### config.mk
export PLATFORM = sky130hd
export DESIGN_NAME = wav_pcm16_stream_parser_unit_flat
export DESIGN_NICKNAME = d
export VERILOG_FILES = /design/src/rtl/wpp_pkg.sv /design/src/rtl/wpp_if.sv /design/src/rtl/wpp_front.sv /design/src/rtl/wpp_queue.sv /design/src/rtl/wpp_back.sv /design/src/rtl/wav_pcm16_stream_parser_unit.sv /design/src/flat_wrapper.sv
export SDC_FILE = /design/constraint.sdc
export NUM_CORES = 1
export LEC_CHECK = 0
export ABC_AREA = 1
export BUFFER_PORTS_ARGS = -buffer_cell sky130_fd_sc_hd__buf_2
export CAP_MARGIN = 20
export CORE_MARGIN = 2
export CORE_UTILIZATION = 55
export DETAILED_ROUTE_END_ITERATION = 10
export PLACE_DENSITY = 0.74
export SLEW_MARGIN = 30
export SYNTH_ARGS = -nofsm -noshare
export SYNTH_HDL_FRONTEND = slang
export SYNTH_SLANG_ARGS = --single-unit
### constraint.sdc
create_clock -name clk -period 10 [get_ports clk]
set_input_delay 0.5 -clock clk [delete_from_list [all_inputs] [get_ports clk]]
set_output_delay 0.5 -clock clk [all_outputs]
set_load 0.005 [all_outputs]
### src/rtl/wpp_pkg.sv
// ----------------------------------------------------------------------------
// wpp_pkg
// Shared types and constants of the RIFF WAVE 16-bit PCM stream parser.
// ----------------------------------------------------------------------------
package wpp_pkg;

    // Parser phases, one-hot coded.
    typedef enum logic [4:0] {
        PH_FILE_HDR  = 5'b00001,
        PH_CHUNK_HDR = 5'b00010,
        PH_BODY      = 5'b00100,
        PH_PAD       = 5'b01000,
        PH_SKIP      = 5'b10000
    } phase_t;

    // Status codes of the final result.
    localparam logic [2:0] ST_OK          = 3'd0;
    localparam logic [2:0] ST_NOT_WAVE    = 3'd1;
    localparam logic [2:0] ST_OVERRUN     = 3'd2;
    localparam logic [2:0] ST_FMT_SHORT   = 3'd3;
    localparam logic [2:0] ST_UNSUPPORTED = 3'd4;
    localparam logic [2:0] ST_MISSING     = 3'd5;

    // Result kinds.
    localparam logic KIND_SAMPLE = 1'b0;
    localparam logic KIND_STATUS = 1'b1;

    // Chunk tags as big-endian ASCII words.
    localparam logic [31:0] TAG_RIFF = 32'h5249_4646;
    localparam logic [31:0] TAG_WAVE = 32'h5741_5645;
    localparam logic [31:0] TAG_FMT  = 32'h666D_7420;
    localparam logic [31:0] TAG_DATA = 32'h6461_7461;

    // Header byte positions.
    localparam logic [3:0] RIFF_LAST_BYTE  = 4'd3;
    localparam logic [3:0] FILE_HDR_LAST   = 4'd11;
    localparam logic [3:0] CHUNK_HDR_LAST  = 4'd7;

    // Format chunk rules.
    localparam logic [31:0] FMT_MIN_LENGTH = 32'd16;
    localparam logic [15:0] PCM_FORMAT     = 16'd1;
    localparam logic [15:0] PCM_BITS       = 16'd16;

    // Queue between the parser and the output stage (depth is a power of two).
    localparam int QUEUE_DEPTH = 4;
    localparam int QUEUE_PTR_W = $clog2(QUEUE_DEPTH);
    localparam int QUEUE_CNT_W = QUEUE_PTR_W + 1;

    // One queue entry: the results caused by one input byte.
    typedef struct packed {
        logic        sample_valid;
        logic [15:0] sample;
        logic        first_of_chunk;
        logic        status_valid;
        logic [15:0] channels;
        logic [31:0] sample_rate;
        logic [2:0]  status;
    } wpp_entry_t;

endpackage

### src/rtl/wpp_if.sv
// ----------------------------------------------------------------------------
// wpp_in_if / wpp_out_if
// Valid/ready channels of the parser: file bytes in, results out.
// ----------------------------------------------------------------------------
interface wpp_in_if;
    logic       valid;
    logic       ready;
    logic [7:0] data_byte;
    logic       end_of_file;

    modport source (output valid, output data_byte, output end_of_file, input ready);
    modport sink (input valid, input data_byte, input end_of_file, output ready);
endinterface

interface wpp_out_if;
    logic               valid;
    logic               ready;
    logic               kind;
    logic signed [15:0] sample;
    logic               first_of_chunk;
    logic [15:0]        channels;
    logic [31:0]        sample_rate;
    logic [2:0]         status;
    logic               last;

    modport source (
        output valid, output kind, output sample, output first_of_chunk,
        output channels, output sample_rate, output status, output last,
        input ready
    );
    modport sink (
        input valid, input kind, input sample, input first_of_chunk,
        input channels, input sample_rate, input status, input last,
        output ready
    );
endinterface

### src/rtl/wpp_front.sv
// ----------------------------------------------------------------------------
// wpp_front
// Byte parser: walks the RIFF structure and queues the results of each byte.
// ----------------------------------------------------------------------------
module wpp_front (
    input  logic               clk,
    input  logic               rst_n,
    wpp_in_if.sink             byte_in,
    input  logic               queue_full,
    output logic               push,
    output wpp_pkg::wpp_entry_t push_entry
);

    wpp_pkg::phase_t phase_reg, phase_next;
    logic [3:0]  header_count_reg, header_count_next;
    logic [31:0] tag_word_reg, tag_word_next;
    logic [31:0] chunk_length_reg, chunk_length_next;
    logic [31:0] body_offset_reg, body_offset_next;
    logic [7:0]  low_byte_hold_reg, low_byte_hold_next;
    logic [15:0] format_word_reg, format_word_next;
    logic [15:0] bits_word_reg, bits_word_next;
    logic [15:0] channel_count_reg, channel_count_next;
    logic [31:0] rate_value_reg, rate_value_next;
    logic        have_format_reg, have_format_next;
    logic        have_data_reg, have_data_next;
    logic [2:0]  pending_error_reg, pending_error_next;
    logic        first_pending_reg, first_pending_next;

    logic        accept;
    logic [7:0]  b;
    logic [31:0] tag_shift;
    logic [31:0] offset_inc;
    logic        do_finish;
    logic [2:0]  st;
    wpp_pkg::wpp_entry_t entry;

    assign byte_in.ready = !queue_full;
    assign accept        = byte_in.valid && byte_in.ready;
    assign b             = byte_in.data_byte;
    assign tag_shift     = {tag_word_reg[23:0], b};
    assign offset_inc    = body_offset_reg + 32'd1;

    always_comb
    begin
        phase_next         = phase_reg;
        header_count_next  = header_count_reg;
        tag_word_next      = tag_word_reg;
        chunk_length_next  = chunk_length_reg;
        body_offset_next   = body_offset_reg;
        low_byte_hold_next = low_byte_hold_reg;
        format_word_next   = format_word_reg;
        bits_word_next     = bits_word_reg;
        channel_count_next = channel_count_reg;
        rate_value_next    = rate_value_reg;
        have_format_next   = have_format_reg;
        have_data_next     = have_data_reg;
        pending_error_next = pending_error_reg;
        first_pending_next = first_pending_reg;
        do_finish          = 1'b0;
        st                 = wpp_pkg::ST_OK;
        entry              = '0;

        if (accept)
        begin
            case (phase_reg)
                wpp_pkg::PH_FILE_HDR:
                begin
                    tag_word_next = tag_shift;
                    if ((header_count_reg == wpp_pkg::RIFF_LAST_BYTE
                            && tag_shift != wpp_pkg::TAG_RIFF)
                        || (header_count_reg == wpp_pkg::FILE_HDR_LAST
                            && tag_shift != wpp_pkg::TAG_WAVE))
                    begin
                        pending_error_next = wpp_pkg::ST_NOT_WAVE;
                        phase_next         = wpp_pkg::PH_SKIP;
                    end
                    else if (header_count_reg == wpp_pkg::FILE_HDR_LAST)
                    begin
                        header_count_next = 4'd0;
                        phase_next        = wpp_pkg::PH_CHUNK_HDR;
                    end
                    else
                    begin
                        header_count_next = header_count_reg + 4'd1;
                    end
                end
                wpp_pkg::PH_CHUNK_HDR:
                begin
                    if (!header_count_reg[2])
                    begin
                        // Tag bytes; the length is cleared at the start of a header.
                        tag_word_next = tag_shift;
                        if (header_count_reg == 4'd0)
                        begin
                            chunk_length_next = 32'd0;
                        end
                    end
                    else
                    begin
                        case (header_count_reg[1:0])
                            2'd0:    chunk_length_next[7:0]   = b;
                            2'd1:    chunk_length_next[15:8]  = b;
                            2'd2:    chunk_length_next[23:16] = b;
                            default: chunk_length_next[31:24] = b;
                        endcase
                    end
                    if (header_count_reg == wpp_pkg::CHUNK_HDR_LAST)
                    begin
                        header_count_next  = 4'd0;
                        body_offset_next   = 32'd0;
                        low_byte_hold_next = 8'd0;
                        first_pending_next = (tag_word_next == wpp_pkg::TAG_DATA);
                        if (chunk_length_next == 32'd0)
                        begin
                            do_finish = 1'b1;
                        end
                        else
                        begin
                            phase_next = wpp_pkg::PH_BODY;
                        end
                    end
                    else
                    begin
                        header_count_next = header_count_reg + 4'd1;
                    end
                end
                wpp_pkg::PH_BODY:
                begin
                    if (tag_word_reg == wpp_pkg::TAG_FMT)
                    begin
                        if (body_offset_reg[31:4] == 28'd0)
                        begin
                            case (body_offset_reg[3:0])
                                4'd0:  format_word_next[7:0]   = b;
                                4'd1:  format_word_next[15:8]  = b;
                                4'd2:  channel_count_next[7:0] = b;
                                4'd3:  channel_count_next[15:8] = b;
                                4'd4:  rate_value_next[7:0]    = b;
                                4'd5:  rate_value_next[15:8]   = b;
                                4'd6:  rate_value_next[23:16]  = b;
                                4'd7:  rate_value_next[31:24]  = b;
                                4'd14: bits_word_next[7:0]     = b;
                                4'd15: bits_word_next[15:8]    = b;
                                default: ;
                            endcase
                        end
                    end
                    else if (tag_word_reg == wpp_pkg::TAG_DATA)
                    begin
                        if (body_offset_reg[0])
                        begin
                            entry.sample_valid   = 1'b1;
                            entry.sample         = {b, low_byte_hold_reg};
                            entry.first_of_chunk = first_pending_reg;
                            first_pending_next   = 1'b0;
                        end
                        else
                        begin
                            low_byte_hold_next = b;
                        end
                    end
                    body_offset_next = offset_inc;
                    if (offset_inc == chunk_length_reg)
                    begin
                        do_finish = 1'b1;
                    end
                end
                wpp_pkg::PH_PAD:
                begin
                    phase_next = wpp_pkg::PH_CHUNK_HDR;
                end
                default: ;
            endcase

            // End of a chunk body: format checks, then the optional pad byte.
            if (do_finish)
            begin
                if (tag_word_next == wpp_pkg::TAG_FMT
                    && chunk_length_next < wpp_pkg::FMT_MIN_LENGTH)
                begin
                    pending_error_next = wpp_pkg::ST_FMT_SHORT;
                    phase_next         = wpp_pkg::PH_SKIP;
                end
                else if (tag_word_next == wpp_pkg::TAG_FMT
                    && (format_word_next != wpp_pkg::PCM_FORMAT
                        || bits_word_next != wpp_pkg::PCM_BITS))
                begin
                    pending_error_next = wpp_pkg::ST_UNSUPPORTED;
                    phase_next         = wpp_pkg::PH_SKIP;
                end
                else
                begin
                    if (tag_word_next == wpp_pkg::TAG_FMT)
                    begin
                        have_format_next = 1'b1;
                    end
                    if (tag_word_next == wpp_pkg::TAG_DATA)
                    begin
                        have_data_next = 1'b1;
                    end
                    phase_next = chunk_length_next[0] ? wpp_pkg::PH_PAD
                                                      : wpp_pkg::PH_CHUNK_HDR;
                end
            end

            if (byte_in.end_of_file)
            begin
                st = pending_error_next;
                if (st == wpp_pkg::ST_OK && phase_next == wpp_pkg::PH_FILE_HDR)
                begin
                    st = wpp_pkg::ST_NOT_WAVE;
                end
                if (st == wpp_pkg::ST_OK && phase_next == wpp_pkg::PH_BODY)
                begin
                    st = wpp_pkg::ST_OVERRUN;
                end
                if (st == wpp_pkg::ST_OK && (!have_format_next || !have_data_next
                    || channel_count_next == 16'd0 || rate_value_next == 32'd0))
                begin
                    st = wpp_pkg::ST_MISSING;
                end
                entry.status_valid = 1'b1;
                entry.status       = st;
                entry.channels     = (st == wpp_pkg::ST_OK) ? channel_count_next : 16'd0;
                entry.sample_rate  = (st == wpp_pkg::ST_OK) ? rate_value_next : 32'd0;

                // The next byte starts a new file.
                phase_next         = wpp_pkg::PH_FILE_HDR;
                header_count_next  = 4'd0;
                tag_word_next      = 32'd0;
                chunk_length_next  = 32'd0;
                body_offset_next   = 32'd0;
                low_byte_hold_next = 8'd0;
                format_word_next   = 16'd0;
                bits_word_next     = 16'd0;
                channel_count_next = 16'd0;
                rate_value_next    = 32'd0;
                have_format_next   = 1'b0;
                have_data_next     = 1'b0;
                pending_error_next = wpp_pkg::ST_OK;
                first_pending_next = 1'b0;
            end
        end
    end

    assign push       = accept && (entry.sample_valid || entry.status_valid);
    assign push_entry = entry;

    always_ff @(posedge clk or negedge rst_n)
    begin
        if (!rst_n)
        begin
            phase_reg         <= wpp_pkg::PH_FILE_HDR;
            header_count_reg  <= 4'd0;
            tag_word_reg      <= 32'd0;
            chunk_length_reg  <= 32'd0;
            body_offset_reg   <= 32'd0;
            low_byte_hold_reg <= 8'd0;
            format_word_reg   <= 16'd0;
            bits_word_reg     <= 16'd0;
            channel_count_reg <= 16'd0;
            rate_value_reg    <= 32'd0;
            have_format_reg   <= 1'b0;
            have_data_reg     <= 1'b0;
            pending_error_reg <= wpp_pkg::ST_OK;
            first_pending_reg <= 1'b0;
        end
        else
        begin
            phase_reg         <= phase_next;
            header_count_reg  <= header_count_next;
            tag_word_reg      <= tag_word_next;
            chunk_length_reg  <= chunk_length_next;
            body_offset_reg   <= body_offset_next;
            low_byte_hold_reg <= low_byte_hold_next;
            format_word_reg   <= format_word_next;
            bits_word_reg     <= bits_word_next;
            channel_count_reg <= channel_count_next;
            rate_value_reg    <= rate_value_next;
            have_format_reg   <= have_format_next;
            have_data_reg     <= have_data_next;
            pending_error_reg <= pending_error_next;
            first_pending_reg <= first_pending_next;
        end
    end

    // Skipping to end of file only happens after an error was recorded.
    a_skip_has_error: assert property (@(posedge clk) disable iff (!rst_n)
        (phase_reg == wpp_pkg::PH_SKIP) |-> (pending_error_reg != wpp_pkg::ST_OK))
        else $error("parser skips without a recorded error");

endmodule

### src/rtl/wpp_queue.sv
// ----------------------------------------------------------------------------
// wpp_queue
// Short first-in first-out queue of result entries.
// ----------------------------------------------------------------------------
module wpp_queue (
    input  logic                clk,
    input  logic                rst_n,
    input  logic                push,
    input  wpp_pkg::wpp_entry_t push_entry,
    input  logic                pop,
    output wpp_pkg::wpp_entry_t head,
    output logic                empty,
    output logic                full
);

    wpp_pkg::wpp_entry_t entries [wpp_pkg::QUEUE_DEPTH];
    logic [wpp_pkg::QUEUE_PTR_W-1:0] wr_ptr_reg, rd_ptr_reg;
    logic [wpp_pkg::QUEUE_CNT_W-1:0] count_reg, count_next;

    assign empty = (count_reg == '0);
    assign full  = (count_reg == wpp_pkg::QUEUE_CNT_W'(wpp_pkg::QUEUE_DEPTH));
    assign head  = entries[rd_ptr_reg];

    always_comb
    begin
        count_next = count_reg;
        if (push && !pop)
        begin
            count_next = count_reg + wpp_pkg::QUEUE_CNT_W'(1);
        end
        else if (pop && !push)
        begin
            count_next = count_reg - wpp_pkg::QUEUE_CNT_W'(1);
        end
    end

    always_ff @(posedge clk)
    begin
        if (push)
        begin
            entries[wr_ptr_reg] <= push_entry;
        end
    end

    always_ff @(posedge clk or negedge rst_n)
    begin
        if (!rst_n)
        begin
            wr_ptr_reg <= '0;
            rd_ptr_reg <= '0;
            count_reg  <= '0;
        end
        else
        begin
            if (push)
            begin
                wr_ptr_reg <= wr_ptr_reg + wpp_pkg::QUEUE_PTR_W'(1);
            end
            if (pop)
            begin
                rd_ptr_reg <= rd_ptr_reg + wpp_pkg::QUEUE_PTR_W'(1);
            end
            count_reg <= count_next;
        end
    end

    a_no_pop_empty: assert property (@(posedge clk) disable iff (!rst_n)
        pop |-> !empty)
        else $error("queue popped while empty");

    a_no_push_full: assert property (@(posedge clk) disable iff (!rst_n)
        push |-> !full)
        else $error("queue pushed while full");

endmodule

### src/rtl/wpp_back.sv
// ----------------------------------------------------------------------------
// wpp_back
// Output stage: turns queue entries into result transfers, sample first.
// ----------------------------------------------------------------------------
module wpp_back (
    input  logic                clk,
    input  logic                rst_n,
    input  wpp_pkg::wpp_entry_t head,
    input  logic                empty,
    output logic                pop,
    wpp_out_if.source           result_out
);

    logic        out_valid_reg, out_valid_next;
    logic        sample_done_reg, sample_done_next;
    logic        kind_reg, kind_next;
    logic [15:0] sample_reg, sample_next;
    logic        first_reg, first_next;
    logic [15:0] channels_reg, channels_next;
    logic [31:0] rate_reg, rate_next;
    logic [2:0]  status_reg, status_next;
    logic        load;

    assign load = !out_valid_reg || result_out.ready;

    always_comb
    begin
        out_valid_next   = out_valid_reg;
        sample_done_next = sample_done_reg;
        kind_next        = kind_reg;
        sample_next      = sample_reg;
        first_next       = first_reg;
        channels_next    = channels_reg;
        rate_next        = rate_reg;
        status_next      = status_reg;
        pop              = 1'b0;

        if (load)
        begin
            out_valid_next = !empty;
            if (!empty)
            begin
                if (head.sample_valid && !sample_done_reg)
                begin
                    kind_next     = wpp_pkg::KIND_SAMPLE;
                    sample_next   = head.sample;
                    first_next    = head.first_of_chunk;
                    channels_next = 16'd0;
                    rate_next     = 32'd0;
                    status_next   = wpp_pkg::ST_OK;
                    // A status behind the sample keeps the entry in the queue until it is sent.
                    if (head.status_valid)
                    begin
                        sample_done_next = 1'b1;
                    end
                    else
                    begin
                        pop = 1'b1;
                    end
                end
                else
                begin
                    kind_next        = wpp_pkg::KIND_STATUS;
                    sample_next      = 16'd0;
                    first_next       = 1'b0;
                    channels_next    = head.channels;
                    rate_next        = head.sample_rate;
                    status_next      = head.status;
                    sample_done_next = 1'b0;
                    pop              = 1'b1;
                end
            end
        end
    end

    always_ff @(posedge clk or negedge rst_n)
    begin
        if (!rst_n)
        begin
            out_valid_reg   <= 1'b0;
            sample_done_reg <= 1'b0;
        end
        else
        begin
            out_valid_reg   <= out_valid_next;
            sample_done_reg <= sample_done_next;
        end
    end

    always_ff @(posedge clk)
    begin
        kind_reg     <= kind_next;
        sample_reg   <= sample_next;
        first_reg    <= first_next;
        channels_reg <= channels_next;
        rate_reg     <= rate_next;
        status_reg   <= status_next;
    end

    assign result_out.valid          = out_valid_reg;
    assign result_out.kind           = kind_reg;
    assign result_out.sample         = $signed(sample_reg);
    assign result_out.first_of_chunk = first_reg;
    assign result_out.channels       = channels_reg;
    assign result_out.sample_rate    = rate_reg;
    assign result_out.status         = status_reg;
    assign result_out.last           = (kind_reg == wpp_pkg::KIND_STATUS);

    // A half-delivered entry must still be at the head and carry both results.
    a_split_entry: assert property (@(posedge clk) disable iff (!rst_n)
        sample_done_reg |-> (!empty && head.sample_valid && head.status_valid))
        else $error("sample sent but its status entry is gone");

endmodule

### src/rtl/wav_pcm16_stream_parser_unit.sv
// ----------------------------------------------------------------------------
// wav_pcm16_stream_parser_unit
// RIFF WAVE 16-bit PCM parser: file bytes in, samples and a final status out.
// ----------------------------------------------------------------------------
// Usage:
// The byte_in channel takes one file byte per transfer, with end_of_file set
// on the last byte of a file. The result_out channel delivers signed 16-bit
// samples (kind 0) as each little-endian pair of a data chunk completes, and
// one status transfer (kind 1, last set) for the end-of-file byte, carrying
// the channel count and sample rate when the status is 0. A sample with
// first_of_chunk set begins a new data chunk, and the consumer drops all
// earlier samples; on a nonzero status every sample of the file is dropped.
// Throughput is one byte per cycle while the queue has room. The parser
// updates its state in the same cycle as the transfer, writes the results of
// the byte into a four-entry queue, and the output register presents them
// one per cycle while the receiver is ready. The end-of-file byte can cause
// a sample and the status; the output stage then sends both from that entry.
// When the receiver stalls, the queue fills and byte_in.ready drops once it
// is full; nothing is lost. After reset, and after every end-of-file byte,
// the parser expects the RIFF header of a new file.
// ----------------------------------------------------------------------------
module wav_pcm16_stream_parser_unit (
    input  logic      clk,
    input  logic      rst_n,
    wpp_in_if.sink    byte_in,
    wpp_out_if.source result_out
);

    // Entry pushed by the parser for each byte that causes a result.
    wpp_pkg::wpp_entry_t push_entry;
    wpp_pkg::wpp_entry_t head;
    logic                push;
    logic                pop;
    logic                empty;
    logic                full;

    // Front part: classifies each byte and tracks the chunk structure.
    wpp_front u_front (
        .clk        (clk),
        .rst_n      (rst_n),
        .byte_in    (byte_in),
        .queue_full (full),
        .push       (push),
        .push_entry (push_entry)
    );

    // Queue decouples parsing from result delivery.
    wpp_queue u_queue (
        .clk        (clk),
        .rst_n      (rst_n),
        .push       (push),
        .push_entry (push_entry),
        .pop        (pop),
        .head       (head),
        .empty      (empty),
        .full       (full)
    );

    // Back part: serializes each entry into one or two result transfers.
    wpp_back u_back (
        .clk        (clk),
        .rst_n      (rst_n),
        .head       (head),
        .empty      (empty),
        .pop        (pop),
        .result_out (result_out)
    );

endmodule

### src/flat_wrapper.sv
// flat-port wrapper written by rule: the top's interface ports become plain ports
module wav_pcm16_stream_parser_unit_flat 
  (clk, rst_n, byte_in_valid, byte_in_data_byte, byte_in_end_of_file, byte_in_ready, result_out_valid, result_out_kind, result_out_sample, result_out_first_of_chunk, result_out_channels, result_out_sample_rate, result_out_status, result_out_last, result_out_ready);
  wpp_in_if byte_in_i ();
  wpp_out_if result_out_i ();
  input  logic clk;
  input  logic rst_n;
  input wire logic [$bits(byte_in_i.valid)-1:0] byte_in_valid;
  input wire logic [$bits(byte_in_i.data_byte)-1:0] byte_in_data_byte;
  input wire logic [$bits(byte_in_i.end_of_file)-1:0] byte_in_end_of_file;
  output wire logic [$bits(byte_in_i.ready)-1:0] byte_in_ready;
  output wire logic [$bits(result_out_i.valid)-1:0] result_out_valid;
  output wire logic [$bits(result_out_i.kind)-1:0] result_out_kind;
  output wire logic [$bits(result_out_i.sample)-1:0] result_out_sample;
  output wire logic [$bits(result_out_i.first_of_chunk)-1:0] result_out_first_of_chunk;
  output wire logic [$bits(result_out_i.channels)-1:0] result_out_channels;
  output wire logic [$bits(result_out_i.sample_rate)-1:0] result_out_sample_rate;
  output wire logic [$bits(result_out_i.status)-1:0] result_out_status;
  output wire logic [$bits(result_out_i.last)-1:0] result_out_last;
  input wire logic [$bits(result_out_i.ready)-1:0] result_out_ready;
  assign byte_in_i.valid = byte_in_valid;
  assign byte_in_i.data_byte = byte_in_data_byte;
  assign byte_in_i.end_of_file = byte_in_end_of_file;
  assign byte_in_ready = byte_in_i.ready;
  assign result_out_valid = result_out_i.valid;
  assign result_out_kind = result_out_i.kind;
  assign result_out_sample = result_out_i.sample;
  assign result_out_first_of_chunk = result_out_i.first_of_chunk;
  assign result_out_channels = result_out_i.channels;
  assign result_out_sample_rate = result_out_i.sample_rate;
  assign result_out_status = result_out_i.status;
  assign result_out_last = result_out_i.last;
  assign result_out_i.ready = result_out_ready;
  wav_pcm16_stream_parser_unit u_core (.clk(clk), .rst_n(rst_n), .byte_in(byte_in_i), .result_out(result_out_i));
endmodule
==> metrics.yaml, run 1 <==
outcome: "finished clean"
cts_inserted_buffers: 57
dr_total_vias: 23830
cts_tree: "built"
finish.net_count: 3307
power.leakage_nw: 12.66
setup_viol: 0
yosysTopAreaCell: "edfxtp_1"
max_cap_viol_count: 0
worstMarginPinSlew_ns: 1.047
largest_register: "u_core.u_queue.entries"
critical_path_class: "register to register"
tns_ns: 0
grt_pass1_wl_microns: 122000
clk_transition_reported_paths_ns: 0.06
drt_pass1_iterations: 6
drt_iter0_markers: 2428
cp_data_required_time_ns: 10.41
layout-drive-gt1-share_pct: 9.465
seqCellArea_sq_um: 15690
synthCells: 3270
syn_nets: 3297
drtAntennaViolNets: 0
min_period_ns: 5.591
post_cts_buffers: 0
fill_cells: 4221
multi_input_area_sq_um: 10600
rows: 82
ys_ff_latch: 557
htreeDepth: 2
grt_util_all_layers_pct: 29.14
final.period_utilization_pct: 55.91
p_per_area_nw_per_um2: 238.9
grt_overflow: 0
ys.flop_type: "edfxtp_1"
rsz0062_at_grt: "no"
grt_max_degree: 101
drc_errors: 0
die_height_microns: 230.1
fin_worst_skew_ns: 0.03526
wirelength_microns: 77710
synth-edff-count: 349
start_kind: "register"
yosysUniqueCellTypes: 51
clkSinkCount: 557
via_per_inst: 5.958
dieWidth_microns: 230.1
postSynth.asyncResetShare_pct: 37.34
dp_hpwl_microns: 49750
hold_path_class: "input pin to register"
antenna_found_initial: 2
synth_common_cells: "793 x nand2_1, 469 x nor2_1, 349 x edfxtp_1"
areaGrowthSynthToFinish_pct: 10.13
worstPathArrival_ns: 6.00
timing.fmax_mhz: 178.9
largest_register_ffs: 280
ys_warn_count: 0
clock_latency_ns: 0.64
endpoint_kind: "register"
die-area_sq_um: 52960
synth.avg_cell_area_sq_um: 8.601
coreArea_sq_um: 50270
cts_max_path_buffers: 3
ctsResizeCount: 0
globalplace.congestion: 1.005
insertedDiodeCount: 0
netlist.area_leader.share_pct: 37.26
synth.most_common_cell: "nand2_1"
synthTopCellsByArea: "edfxtp_1 37%, dfrtp_1 18%, nand2_1 11%, nor2_1 6.3%, o21ai_0 6.1%"
grt_pass1_vias: 22840
io_pins: 85
maxSlewHeadroom_pct: 30.13
yosysSeqAreaShare_pct: 55.77
worstPathMaxFanout: 48
peakVddDrop_mv: 0.1728
numPortBuffers: 84
synth_area_sq_um: 28130
start_util_pct: 55.95
cts-root-buf: "clkbuf_16"
finalMaxSlewViolations: 0
wl_per_cell_microns: 19.43
hold_violations: 0
hold_slack_ns: 0.07541
## routing by layer
layer  up-vias  track usage, %  wire, microns
li1      11020               -              -
met2      1139           47.46          36420
met4         0           11.83           3096
met1     11460           38.95          31580
met3       216           5.010           6610
met5         -               0              0
## report_power, final
part	internal [mW]	total [mW]	switching (mW)
combinational	0.591	2.09	1.49
sequential	2.90	3.08	0.173
clock	1.31	2.24	0.931
## worst max-delay path, cell delays in order (launching register included)
cell and delay, ns:
dfrtp_1 0.45, inv_2 0.09, nand2_2 0.08, nor2_4 0.28
nand3_1 0.19, nor2_2 0.15, buf_4 0.37, nand2_2 0.53
inv_2 0.34, nand3_2 0.35, o21ai_0 0.42, inv_1 0.13
nand4_1 0.11, nor2_1 0.06, nand2_1 0.07, nor2_1 0.08
nor2_1 0.14, nand3_1 0.11, nand3b_4 0.80, nor2_1 0.53
## final timing paths
| path | startpoint | endpoint | slack, ns | cells after the start |
|---|---|---|---|---|
| setup / recovery | u_core.u_front.phase_reg[1] | u_core.u_queue.entries[1][34] | 4.41 | 19 |
| hold / removal | result_out_ready | u_core.u_back.result_out.valid | 0.08 | 2 |
| setup reg to reg | u_core.u_front.phase_reg[1] | u_core.u_queue.entries[1][34] | 4.41 | 19 |
| hold reg to reg | u_core.u_front.channel_count_reg[8] | u_core.u_front.channel_count_reg[8] | 0.49 | 2 |
| max in group asynchronous | rst_n | u_core.u_front.rate_value_reg[19] | 7.37 | 4 |
| min in group asynchronous | rst_n | u_core.u_queue.rd_ptr_reg[0] | 0.56 | 2 |
## logic make-up (layout without fill, tap and decap cells)
| logic type | Yosys count | in the layout | share of synthesized area (%) |
|---|---|---|---|
| multiplexers | 2 | 2 | 0.07562 |
| AO/OA/AOI/OAI | 636 | 636 | 12.63 |
| adder cells (fa/ha/maj) | 14 | 14 | 0.6495 |
| buffers and inverters | 480 | 538 | 6.793 |
| XOR/XNOR | 6 | 6 | 0.1868 |
| AND/OR/NAND/NOR | 1575 | 1575 | 23.90 |
| flip-flops | 557 | 557 | 55.77 |
## through the flow
step | std cells | setup slack (ns) | power [mW] | cell area [sq um] | util [%]
after floorplan | 3270 | 4.750 | 4.473 | 28130 | -
after global placement | 3891 | 4.643 | 5.102 | 28940 | 57.57
after detailed placement | 3891 | 4.593 | 5.163 | 28950 | 57.59
after CTS | 3999 | 4.569 | 7.398 | 30940 | 61.54
after global routing | 4000 | 4.138 | 7.789 | 30970 | 61.61
final | 4000 | 4.409 | 7.399 | 30970 | 61.61
## what timing repair did
action	CTS	global route
hold buffers	1	0
endpoints found under the setup margin	0	0
endpoints found under the hold margin	33	0
## cells in the final DEF, fill, tap and decap left out, drive strengths merged, types with 14 or more instances in the layout
master / instances
nor3: 14
or2: 18
nand4: 53
o21ai: 360
clkbuf: 66
a21oi: 50
nor2: 504
edfxtp: 349
clkinv: 28
dfrtp: 207
nand3: 138
o22ai: 173
o211ai: 41
inv: 317
nand3b: 30
nand2: 804
buf: 110
## cell type report
cell class,count,area share (%)
Sequential cell,557,50.66
Multi-Input combinational cell,2233,34.22
Clock buffer,65,4.803
Inverter,319,3.874
Tap cell,672,2.714
Timing Repair Buffer,112,2.149
Clock inverter,42,1.579
Power figures use the tool's default switching activity.
==> inputs of run 2 (changes only) <==
PLACE_DENSITY = 0.77   (was 0.74)
clock period = 4.5 ns   (was 10 ns; I/O delays follow)
==> metrics.yaml, run 2 (synthesized netlist as in run 1, its figures left out) <==
worstMarginPinSlew_ns: 0.8992  # -0.1477 ns
final_cell_mix: "791 x nand2_1, 462 x nor2_1, 349 x edfxtp_1"
finish.net_count: 3336  # +0.88%
finalMaxSlewViolations: 0  # unchanged
path_buf_inv: 2  # -2
critical_path_class: "register to register"
io_pins: 85  # unchanged
grt_pass1_wl_microns: 124200  # +1.8%
coreArea_sq_um: 50270  # unchanged
place_area_sq_um: 29210  # +0.90%
p_per_area_nw_per_um2: 527.7  # +120%
crit_family: "simple AND/OR/NAND/NOR gates"
htreeDepth: 2  # unchanged
layout_commonest_cell: "nand2_1"
drtAntennaViolNets: 0  # unchanged
largest_register_ffs: 280  # unchanged
largest_register: "u_core.u_queue.entries"
dieWidth_microns: 230.1  # unchanged
cts_max_path_buffers: 3  # unchanged
die-area_sq_um: 52960  # unchanged
hold_path_class: "input pin to register"
grt_util_all_layers_pct: 29.52  # +0.38 points
clkSinkCount: 557  # unchanged
drt_iter0_markers: 2573  # +6.0%
drt_pass1_iterations: 6  # unchanged
min_period_ns: 4.216  # -1.375 ns
post_cts_buffers: 0  # unchanged
final_core_util_pct: 62.31  # +0.69 points
dp_hpwl_microns: 50430  # +1.4%
max_cap_viol_count: 0  # unchanged
dr_total_vias: 23910  # +0.35%
fin_worst_skew_ns: 0.02568  # -0.009572 ns
timing.fmax_mhz: 237.2  # +33%
power.leakage_nw: 12.82  # +1.2%
outcome: "finished clean"
rows: 82  # unchanged
cts_tree: "built"
hold_slack_ns: 0.02941  # -0.04599 ns
final.period_utilization_pct: 93.70  # +38 points
peakVddDrop_mv: 0.3331  # +93%
clock_latency_ns: 0.64  # about the same
cp_slowest_cell: "dfrtp_1"
antenna_found_initial: 1  # -1
grt_max_degree: 109  # +7.9%
critical_path.cell_chain: "ha_2 > nand3_1 > buf_4 > nor2_1 > nand3_1 > nand2_1 > nand3_1 > nand2_1 > nand2_1 > nor2_1 > nand3_1 > nor2_1 > nand2_1 > nand2_2 > nand3_2 > nand2_1 > nand2_2 > nor2_2 > a21oi_2 > nand3b_4 > buf_12 > nor2_1"
endpoint_kind: "register"
dp_cells: 3914  # +0.59%
numPortBuffers: 84  # unchanged
via_per_inst: 5.932  # -0.42%
worstPathMaxFanout: 48  # unchanged
hold_violations: 0  # unchanged
areaGrowthSynthToFinish_pct: 11.37
start_kind: "register"
grt_pass1_vias: 23110  # +1.2%
path_common_cell: "nand2_1"
wirelength_microns: 78100  # +0.50%
maxSlewHeadroom_pct: 40.05  # +9.9 points
stdcell_area_sq_um: 31320  # +1.1%
worstPathArrival_ns: 4.56  # -1.44 ns
setup_viol: 0  # unchanged
grt_overflow: 0  # unchanged
wl_per_cell_microns: 19.37  # -0.28%
drc_errors: 0  # unchanged
max_stage_delay_ns: 0.58  # -0.22 ns
cts_inserted_buffers: 57  # unchanged
cts-root-buf: "clkbuf_16"
rsz0062_at_grt: "no"
cp_data_required_time_ns: 4.84  # -5.57 ns
fin_cells: 4031  # +0.78%
start_util_pct: 55.95  # unchanged
clk_transition_reported_paths_ns: 0.06  # about the same
globalplace.congestion: 0.9143  # -9.0%
layout-drive-gt1-share_pct: 10.04  # +0.57 points
die_height_microns: 230.1  # unchanged
## run 2: changes by cell type in the layout (fill, tap and decap cells not counted), sizes merged, moves of 2 or more
cell,change
dlygate4sd3,+7
clkinv,+2
clkinvlp,-4
buf,+22
## run 2: stage by stage
stage / power, mW / setup slack [ns] / setup TNS (ns)
CTS: 16.55 / 0.2999 / 0
global placement: 11.41 / 0.3660 / 0
global route: 17.41 / 0.009303 / 0
floorplan: 9.902 / -0.7502 / -210.05
finish: 16.53 / 0.2837 / 0
detailed placement: 11.54 / 0.3198 / 0
## run 2: worst register-to-register path: stages, from the launching register on
cell and delay [ns]:
dfrtp_1 0.58, ha_2 0.41, nand3_1 0.23, buf_4 0.28
nor2_1 0.16, nand3_1 0.14, nand2_1 0.11, nand3_1 0.07
nand2_1 0.08, nand2_1 0.08, nor2_1 0.10, nand3_1 0.09
nor2_1 0.12, nand2_1 0.14, nand2_2 0.18, nand3_2 0.14
nand2_1 0.10, nand2_2 0.07, nor2_2 0.15, a21oi_2 0.10
nand3b_4 0.10, buf_12 0.31, nor2_1 0.19
## run 2: what timing repair did
item,CTS,global route
hold endpoints to repair,98,0
endpoints found under the setup margin,0,192
hold buffers,8,0
gates resized for setup,0,1
## run 2: worst paths after layout
kind | endpoint | cells past startpoint | start | slack, ns
min in group asynchronous | u_core.u_front.body_offset_reg[27] | 2 | rst_n | 0.22
hold / removal | u_core.u_front.low_byte_hold_reg[7] | 3 | byte_in_data_byte[7] | 0.03
hold reg to reg | u_core.u_front.rate_value_reg[13] | 2 | u_core.u_front.rate_value_reg[13] | 0.49
max in group asynchronous | u_core.u_front.tag_word_reg[9] | 3 | rst_n | 3.24
setup / recovery | u_core.u_queue.entries[0][3] | 22 | u_core.u_front.body_offset_reg[0] | 0.28
setup reg to reg | u_core.u_queue.entries[0][3] | 22 | u_core.u_front.body_offset_reg[0] | 0.28
## run 2: power by group
group,internal [mW],switching (mW)
combinational,1.35,3.34
sequential,6.44,0.358
clock,2.97,2.07
total,10.8,5.77
## run 2: layout make-up
type                    count  area, sq um
diodes                      1        2.502
clock buffers              66         1490
clock inverters            42        526.8
fillers                  4081        18950
inverters                 319         1200
multi-input cells        2233        10590
flip-flops and latches    557        15690
well taps                 672        840.8
repair buffers            141        979.7
## run 2: layer usage
metal / global-route usage (%) / vias to the layer above / part of all wire, %
li1: - / 11120 / -
met5: 0 / - / 0
met3: 3.968 / 237 / 7.6
met4: 13.87 / 0 / 4.6
met2: 48.46 / 1141 / 47
met1: 39.06 / 11420 / 41
